$ cat src/rtl/wdst_pkg.sv
// ---------------------------------------------------------------------------
// wdst_pkg
// types and codes shared by the weave delta stack tracker files
// ---------------------------------------------------------------------------
package wdst_pkg;

  localparam int FIELD_W    = 16;
  localparam int IN_DATA_W  = 16;
  localparam int IN_USER_W  = 2;
  localparam int OUT_DATA_W = 40;
  localparam int OUT_USER_W = 2;

  typedef enum logic [1:0] {
    FUNC_INS_BEGIN = 2'd0,
    FUNC_DEL_BEGIN = 2'd1,
    FUNC_END       = 2'd2,
    FUNC_TEXT      = 2'd3
  } func_t;

  typedef enum logic {
    KIND_INSERT = 1'b0,
    KIND_DELETE = 1'b1
  } kind_t;

  typedef enum logic [1:0] {
    ERR_OK        = 2'd0,
    ERR_NOT_FOUND = 2'd1,
    ERR_FULL      = 2'd2
  } err_t;

  typedef enum logic [1:0] {
    S_IDLE,
    S_EXEC,
    S_REPL
  } state_t;

  typedef struct packed {
    logic  push;
    logic  remove;
    kind_t new_kind;
    kind_t repl_kind;
  } cell_ctrl_t;

endpackage

$ cat src/rtl/wdst_cell.sv
// ---------------------------------------------------------------------------
// wdst_cell
// one stack entry: holds a delta and its kind, compares against the key and
// takes the entry above when an entry at or below it is removed
// ---------------------------------------------------------------------------
module wdst_cell
  import wdst_pkg::*;
#(
  parameter int DELTA_BITS = 16,
  parameter int CNT_W      = 6,
  parameter int IDX        = 0
) (
  input  logic                  clk,
  input  cell_ctrl_t            ctrl,
  input  logic [CNT_W-1:0]      count,
  input  logic [DELTA_BITS-1:0] key,
  input  logic [DELTA_BITS-1:0] up_delta,
  input  kind_t                 up_kind,
  input  logic                  hit_in,
  input  logic                  sel_kind_in,
  input  logic                  rep_found_in,
  input  logic [DELTA_BITS-1:0] rep_delta_in,
  output logic [DELTA_BITS-1:0] delta,
  output kind_t                 kind,
  output logic                  hit_out,
  output logic                  sel_kind_out,
  output logic                  rep_found_out,
  output logic [DELTA_BITS-1:0] rep_delta_out
);

  localparam logic [CNT_W-1:0] IDX_C = CNT_W'(IDX);

  logic [DELTA_BITS-1:0] delta_r;
  kind_t                 kind_r;
  logic                  occupied;
  logic                  match;
  logic                  cand;

  assign occupied = IDX_C < count;
  assign match    = occupied && (delta_r == key);
  assign cand     = occupied && (kind_r == ctrl.repl_kind);

  assign hit_out       = hit_in | match;
  assign sel_kind_out  = sel_kind_in | (match & !hit_in & (kind_r == KIND_DELETE));
  assign rep_found_out = rep_found_in | cand;
  assign rep_delta_out = rep_found_in ? rep_delta_in : (cand ? delta_r : '0);

  assign delta = delta_r;
  assign kind  = kind_r;

  // no match above this cell: it is the removed entry or lies above it
  always_ff @(posedge clk) begin
    if (ctrl.push && (count == IDX_C)) begin
      delta_r <= key;
      kind_r  <= ctrl.new_kind;
    end else if (ctrl.remove && !hit_in) begin
      delta_r <= up_delta;
      kind_r  <= up_kind;
    end
  end

endmodule

$ cat src/rtl/weave_delta_stack_tracker.sv
// ---------------------------------------------------------------------------
// weave_delta_stack_tracker
// follows weave body records and reports the active insert and delete deltas
// ---------------------------------------------------------------------------
// in channel: one record per item, in_tuser = record kind, in_tdata = delta.
// out channel: at most one result item per record, registered; text lines
//   give their active deltas, or nothing while existing_only is set and a
//   delete is active; a push onto a full stack or an end record whose delta
//   is not on the stack gives an error item with all data zero.
// cfg channel: one bit, existing_only; the user writes it only while the
//   block is idle, and the block itself does not enforce this.
// timing: a record is taken in S_IDLE and worked in S_EXEC; a matched end
//   record also passes through S_REPL, the second pass along the cell chain
//   that finds the topmost remaining entry of the removed kind.
// the stack is a row of cells; match, shift and replacement each run along the chain.
// out holds its item until taken; the next record is still accepted and
//   waits in the work cycle only if it has a result and the register is full.
// reset empties the stack, clears the active deltas and existing_only.
// ---------------------------------------------------------------------------
module weave_delta_stack_tracker
  import wdst_pkg::*;
#(
  parameter int STACK_DEPTH = 32,
  parameter int DELTA_BITS  = 16
) (
  input  logic                  clk,
  input  logic                  rst_n,
  input  logic                  in_tvalid,
  output logic                  in_tready,
  input  logic [IN_DATA_W-1:0]  in_tdata,   // delta_number
  input  logic [IN_USER_W-1:0]  in_tuser,   // func
  output logic                  out_tvalid,
  input  logic                  out_tready,
  output logic [OUT_DATA_W-1:0] out_tdata,  // has_insert, insert_delta, has_delete,
                                            // delete_delta, zero fill
  output logic [OUT_USER_W-1:0] out_tuser,  // error_code
  input  logic                  cfg_valid,
  output logic                  cfg_ready,
  input  logic                  cfg_data    // existing_only
);

  localparam int CNT_W = $clog2(STACK_DEPTH + 1);
  localparam logic [CNT_W-1:0] FULL_C = CNT_W'(STACK_DEPTH);
  localparam int PAD_W = OUT_DATA_W - 2 * FIELD_W - 2;

  state_t                state_r, state_nxt;
  func_t                 func_r;
  logic [DELTA_BITS-1:0] key_r;
  kind_t                 kind_r;
  logic [CNT_W-1:0]      count_r;
  logic                  ins_valid_r, del_valid_r;
  logic [DELTA_BITS-1:0] ins_val_r, del_val_r;
  logic                  eo_r;
  logic                  out_valid_r;
  err_t                  out_err_r;
  logic                  out_hi_r, out_hd_r;
  logic [FIELD_W-1:0]    out_iv_r, out_dv_r;

  cell_ctrl_t            ctrl;
  logic                  emit;
  err_t                  emit_err;
  logic                  done;
  logic                  out_free;
  logic                  in_acc;

  logic [DELTA_BITS-1:0] d_c  [STACK_DEPTH:0];
  kind_t                 k_c  [STACK_DEPTH:0];
  logic                  hit_c [STACK_DEPTH:0];
  logic                  sk_c  [STACK_DEPTH:0];
  logic                  rf_c  [STACK_DEPTH:0];
  logic [DELTA_BITS-1:0] rd_c [STACK_DEPTH:0];

  assign d_c[STACK_DEPTH]   = '0;
  assign k_c[STACK_DEPTH]   = KIND_INSERT;
  assign hit_c[STACK_DEPTH] = 1'b0;
  assign sk_c[STACK_DEPTH]  = 1'b0;
  assign rf_c[STACK_DEPTH]  = 1'b0;
  assign rd_c[STACK_DEPTH]  = '0;

  for (genvar i = 0; i < STACK_DEPTH; i++) begin : g_cell
    wdst_cell #(
      .DELTA_BITS (DELTA_BITS),
      .CNT_W      (CNT_W),
      .IDX        (i)
    ) u_cell (
      .clk           (clk),
      .ctrl          (ctrl),
      .count         (count_r),
      .key           (key_r),
      .up_delta      (d_c[i+1]),
      .up_kind       (k_c[i+1]),
      .hit_in        (hit_c[i+1]),
      .sel_kind_in   (sk_c[i+1]),
      .rep_found_in  (rf_c[i+1]),
      .rep_delta_in  (rd_c[i+1]),
      .delta         (d_c[i]),
      .kind          (k_c[i]),
      .hit_out       (hit_c[i]),
      .sel_kind_out  (sk_c[i]),
      .rep_found_out (rf_c[i]),
      .rep_delta_out (rd_c[i])
    );
  end

  assign out_free  = !out_valid_r || out_tready;
  assign in_acc    = in_tvalid && in_tready;
  assign cfg_ready = 1'b1;

  // control outputs
  always_comb begin
    in_tready      = 1'b0;
    ctrl.push      = 1'b0;
    ctrl.remove    = 1'b0;
    ctrl.new_kind  = (func_r == FUNC_DEL_BEGIN) ? KIND_DELETE : KIND_INSERT;
    ctrl.repl_kind = kind_r;
    emit           = 1'b0;
    emit_err       = ERR_OK;
    done           = 1'b0;
    case (state_r)
      S_IDLE: begin
        in_tready = 1'b1;
      end
      S_EXEC: begin
        case (func_r)
          FUNC_INS_BEGIN, FUNC_DEL_BEGIN: begin
            if (count_r == FULL_C) begin
              emit     = out_free;
              emit_err = ERR_FULL;
              done     = out_free;
            end else begin
              ctrl.push = 1'b1;
              done      = 1'b1;
            end
          end
          FUNC_END: begin
            if (!hit_c[0]) begin
              emit     = out_free;
              emit_err = ERR_NOT_FOUND;
              done     = out_free;
            end else begin
              ctrl.remove = 1'b1;
            end
          end
          FUNC_TEXT: begin
            if (eo_r && del_valid_r) begin
              done = 1'b1;
            end else begin
              emit = out_free;
              done = out_free;
            end
          end
          default: begin
            done = 1'b1;
          end
        endcase
      end
      S_REPL: begin
        done = 1'b1;
      end
      default: begin
        done = 1'b1;
      end
    endcase
  end

  // next state
  always_comb begin
    state_nxt = state_r;
    case (state_r)
      S_IDLE: begin
        if (in_acc) state_nxt = S_EXEC;
      end
      S_EXEC: begin
        if (done) state_nxt = S_IDLE;
        else if (ctrl.remove) state_nxt = S_REPL;
      end
      S_REPL: begin
        state_nxt = S_IDLE;
      end
      default: begin
        state_nxt = S_IDLE;
      end
    endcase
  end

  always_ff @(posedge clk) begin
    if (!rst_n) begin
      state_r     <= S_IDLE;
      count_r     <= '0;
      ins_valid_r <= 1'b0;
      del_valid_r <= 1'b0;
      eo_r        <= 1'b0;
      out_valid_r <= 1'b0;
    end else begin
      state_r <= state_nxt;
      if (cfg_valid && cfg_ready) eo_r <= cfg_data;
      if (ctrl.push) begin
        count_r <= count_r + CNT_W'(1);
        if (ctrl.new_kind == KIND_DELETE) del_valid_r <= 1'b1;
        else ins_valid_r <= 1'b1;
      end else if (ctrl.remove) begin
        count_r <= count_r - CNT_W'(1);
      end
      if (state_r == S_REPL) begin
        if (kind_r == KIND_DELETE) del_valid_r <= rf_c[0];
        else ins_valid_r <= rf_c[0];
      end
      if (emit) out_valid_r <= 1'b1;
      else if (out_tready) out_valid_r <= 1'b0;
    end
  end

  // payload
  always_ff @(posedge clk) begin
    if (in_acc) begin
      func_r <= func_t'(in_tuser);
      key_r  <= DELTA_BITS'(in_tdata);
    end
    if (ctrl.push) begin
      if (ctrl.new_kind == KIND_DELETE) del_val_r <= key_r;
      else ins_val_r <= key_r;
    end
    if (ctrl.remove) kind_r <= sk_c[0] ? KIND_DELETE : KIND_INSERT;
    if (state_r == S_REPL) begin
      if (kind_r == KIND_DELETE) del_val_r <= rd_c[0];
      else ins_val_r <= rd_c[0];
    end
    if (emit) begin
      out_err_r <= emit_err;
      if (emit_err == ERR_OK) begin
        out_hi_r <= ins_valid_r;
        out_hd_r <= del_valid_r;
        out_iv_r <= ins_valid_r ? FIELD_W'(ins_val_r) : '0;
        out_dv_r <= del_valid_r ? FIELD_W'(del_val_r) : '0;
      end else begin
        out_hi_r <= 1'b0;
        out_hd_r <= 1'b0;
        out_iv_r <= '0;
        out_dv_r <= '0;
      end
    end
  end

  assign out_tvalid = out_valid_r;
  assign out_tuser  = out_err_r;
  assign out_tdata  = {{PAD_W{1'b0}}, out_dv_r, out_hd_r, out_iv_r, out_hi_r};

endmodule

$ cat config.mk
export PLATFORM = sky130hd
export DESIGN_NAME = weave_delta_stack_tracker
export DESIGN_NICKNAME = d
export VERILOG_FILES = /design/src/rtl/wdst_pkg.sv /design/src/rtl/wdst_cell.sv /design/src/rtl/weave_delta_stack_tracker.sv
export SDC_FILE = /design/constraint.sdc
export NUM_CORES = 2
export LEC_CHECK = 0
export ABC_AREA = 1
export BUFFER_PORTS_ARGS = -buffer_cell sky130_fd_sc_hd__buf_2
export CAP_MARGIN = 0
export CORE_UTILIZATION = 51
export DETAILED_ROUTE_END_ITERATION = 8
export GPL_ROUTABILITY_DRIVEN = 0
export PLACE_DENSITY_LB_ADDON = 0.08
export SETUP_SLACK_MARGIN = 0.1
export SYNTH_ARGS = -nofsm -noshare
export SYNTH_HDL_FRONTEND = slang
export SYNTH_SLANG_ARGS = --single-unit
$ cat constraint.sdc
create_clock -name clk -period 4.6 [get_ports clk]
set_input_delay 0.69 -clock clk [delete_from_list [all_inputs] [get_ports clk]]
set_output_delay 0.69 -clock clk [all_outputs]
set_load 0.01 [all_outputs]
==> impl_metrics.json <==
{
  "worstReg2RegEnd": "out_dv_r[0]$_SDFFCE_PN0P_",
  "worstHoldPathType": "in -> reg",
  "cp.buffers_inverters": 5,
  "ys_warn_count": 0,
  "critPathMaxStageDelay_ns": 0.43,
  "syn_inst": 4701,
  "cts_root_buf": "clkbuf_16",
  "num_rows": 100,
  "drv_slew": 0,
  "drtIter0Drc": 6051,
  "drt-total-wl_um": 160000,
  "hold_buffers": 0,
  "layout_setup_ws_ns": -0.633,
  "cp_top_family": "simple AND/OR/NAND/NOR gates",
  "arrival_ns": 5.58,
  "port_buffers": 61,
  "crit_path_end_kind": "flip-flop",
  "grt_use_total": 0.389,
  "synth_area_mm2": 0.0389,
  "synth_edf_count": 599,
  "critPathRequiredTime_ns": 4.95,
  "cpMostUsedCell": "nand4_1",
  "hold_path_depth": 1,
  "post-dp-hpwl_um": 110000,
  "post-route-period-util": 1.14,
  "grt_max_degree": 45,
  "critPathKind": "reg -> reg",
  "grt_pass1_vias": 33900,
  "reg2regPathDepth": 30,
  "tritoncts": "built",
  "drt-vias-per-instance": 6.28,
  "place_inst": 5874,
  "pre_cts_slack_ns": -0.460,
  "die_area_mm2": 0.0773,
  "final_layout_size_suffix_gt1_frac": 0.212,
  "boundaryPins": 69,
  "diodes": 0,
  "syn_avg_cell_area_um2": 8.27,
  "powerDensity_mw_per_mm2": 282,
  "fin_worst_skew_ns": 0.0325,
  "firstDrtPassIters": 9,
  "finalCriticalPeriod_ns": 5.23,
  "die_h_um": 278,
  "final_cell_count_no_fill": 6123,
  "numCtsBuffers": 72,
  "area_delta_synth_final_pct": 24.1,
  "drtAntennaViolNets": 0,
  "clockBufferDepth": 3,
  "crit_fanout": 9,
  "cap_viol_max_count": 0,
  "rsz0062_at_grt": "yes",
  "die_x_um": 278,
  "slew_headroom": 0.239,
  "core_area_mm2": 0.0749,
  "ir_drop_v": 0.000302,
  "status": "finished with violations",
  "yosysUniqueCellTypes": 57,
  "start_util": 0.519,
  "drc_errors": 2,
  "hold_violations": 0,
  "ys_seq_area_frac": 0.485,
  "grt_antenna_before_repair": 4,
  "clk_latency_ns": 0.65,
  "violations": "design-rule violations, negative setup slack",
  "wl_per_cell_um": 26.1,
  "p_leak_nw": 19.8,
  "min-delay-start": "in_tdata[12]",
  "fmax_ghz": 0.191,
  "clkTransAtPathRegs_ns": 0.06,
  "fin_hold_ws_ns": 0.237,
  "slowest_stage": "edfxtp_1",
  "r2r_slack_ns": -0.63,
  "grt_overflow": 0,
  "final_nets": 5129,
  "vias": 38400,
  "htree_levels": 3,
  "worstHoldEndpoint": "key_r[12]$_DFFE_PP_",
  "rr_startpoint": "key_r[4]$_DFFE_PP_",
  "worstMarginPinSlew_ns": 1.13,
  "ys_async_sr_fraction": 0,
  "setup_viol": 659,
  "synth_seq_cells": 643,
  "grt_pass1_wl_um": 223000,
  "ys.flop_type": "edfxtp_1",
  "cp-start-kind": "flip-flop",
  "clkSinkCount": 643
}
## flip-flops by register name, indices dropped and copies added (netlist names)
signal / cells
out_iv_r: 16
func_r: 2
eo_r: 1
out_tvalid: 1
out_hd_r: 1
out_tuser: 2
kind_r: 1
ins_valid_r: 1
state_r: 2
del_val_r: 16
g_cell.u_cell.kind: 32
ins_val_r: 16
g_cell.u_cell.delta: 512
key_r: 16
out_hi_r: 1
count_r: 6
del_valid_r: 1
out_dv_r: 16
## cell usage in the layout, fill, tap and decap left out, types with 63 or more instances in the layout
master,synthesis,layout
nand4_1,148,148
buf_6,2,97
nand2_2,11,68
xor2_1,131,131
edfxtp_1,599,599
nand3_1,321,289
nand2_1,1204,1119
o21ai_0,784,744
inv_1,304,281
clkbuf_16,0,94
nor2_1,203,177
buf_4,15,441
xnor2_1,149,148
o22ai_1,63,63
## kinds of logic (layout without fill, tap and decap cells)
family                   count (synthesis)  in the layout  synth area share
AND/OR/NAND/NOR                       2069           2070             0.236
AO/OA/AOI/OAI                         1047           1047             0.147
buffers and inverters                  655           1102            0.0659
flip-flops                             643            643             0.485
XOR/XNOR                               280            280            0.0631
adder cells (fa/ha/maj)                  4              4           0.00129
other                                    2              7          0.000193
multiplexers                             1              1          0.000290
## power breakdown
group | switching (mW) | internal, mW
Combinational | 0.928 | 0.444
Clock | 2.53 | 3.22
Sequential | 0.0542 | 6.41
Total | 3.51 | 10.1
## metal layers
| metal | routed length (µm) | global-route usage | vias up |
|---|---|---|---|
| met1 | 60700 | 0.551 | 17800 |
| li1 | - | - | 17100 |
| met2 | 66000 | 0.554 | 2930 |
| met5 | 13 | 0 | - |
| met4 | 9760 | 0.196 | 2 |
| met3 | 23200 | 0.0930 | 569 |
## stage by stage
stage | power (mW) | area [µm²] | utilization | setup TNS [ns]
after global routing | 13.9 | 48200 | 0.644 | -396.33
after detailed placement | 7.77 | 42900 | 0.572 | -237.62
after floorplan | 7.25 | 38900 | - | -38.50
after CTS | 13.4 | 45300 | 0.605 | -27.15
after global placement | 7.76 | 42900 | 0.572 | -189.75
final | 13.6 | 48200 | 0.644 | -302.44
## synth_stat cells, types with 5 or more instances
master	count	area, µm²
edfxtp_1	599	18000
nor2_4	6	67.6
a31oi_1	23	144
inv_1	304	1140
buf_2	23	115
nand4_1	148	926
buf_4	15	113
clkbuf_1	265	995
xor2_1	131	1150
nor2_1	203	762
o2111ai_1	21	184
nor2_8	8	160
nand2_4	8	90.1
nor3_1	37	185
o21ai_1	5	25.0
o22ai_1	63	394
clkinv_1	14	52.6
nor4_1	58	363
nand3b_1	7	52.6
nand2_1	1204	4520
a211oi_1	10	75.1
a21oi_1	61	305
a22o_1	15	131
dfxtp_1	44	881
o21ai_0	784	3920
or2_2	44	275
o211ai_1	13	97.6
xnor2_1	149	1310
inv_2	5	18.8
a221oi_1	26	228
buf_1	26	97.6
nand3_1	321	1610
nand2_2	11	68.8
## worst max path at each step
stage	from	endpoint	slack, ns	depth (start not counted)
floorplan	count_r[1]$_SDFFE_PN0P_	g_cell[17].u_cell.delta[0]$_DFFE_PP_	-0.22	25
global placement	count_r[5]$_SDFFE_PN0P_	ins_val_r[11]$_DFF_P_	-0.47	25
detailed placement	key_r[12]$_DFFE_PP_	out_dv_r[12]$_SDFFCE_PN0P_	-0.46	29
CTS	kind_r$_DFFE_PN_	ins_val_r[11]$_DFF_P_	-0.31	23
global route	key_r[4]$_DFFE_PP_	out_dv_r[7]$_SDFFCE_PN0P_	-0.81	30
finish	key_r[4]$_DFFE_PP_	out_dv_r[0]$_SDFFCE_PN0P_	-0.63	30
## cell type report
type	instances	area, µm²
fillers	6253	26700
repair buffers	650	5810
repair inverters	1	7.51
well taps	969	1210
inverters	324	1250
flip-flops and latches	643	18900
clock inverters	39	357
multi-input cells	3409	18800
clock buffers	88	1930
## repair_timing
action                                  4_1_cts  5_1_grt
cloned                                        2       58
buffers inserted                              6       59
pin swaps                                     3      124
endpoints found under the setup margin      660      660
gates resized for setup                      27      472
Power figures use the tool's default switching activity.
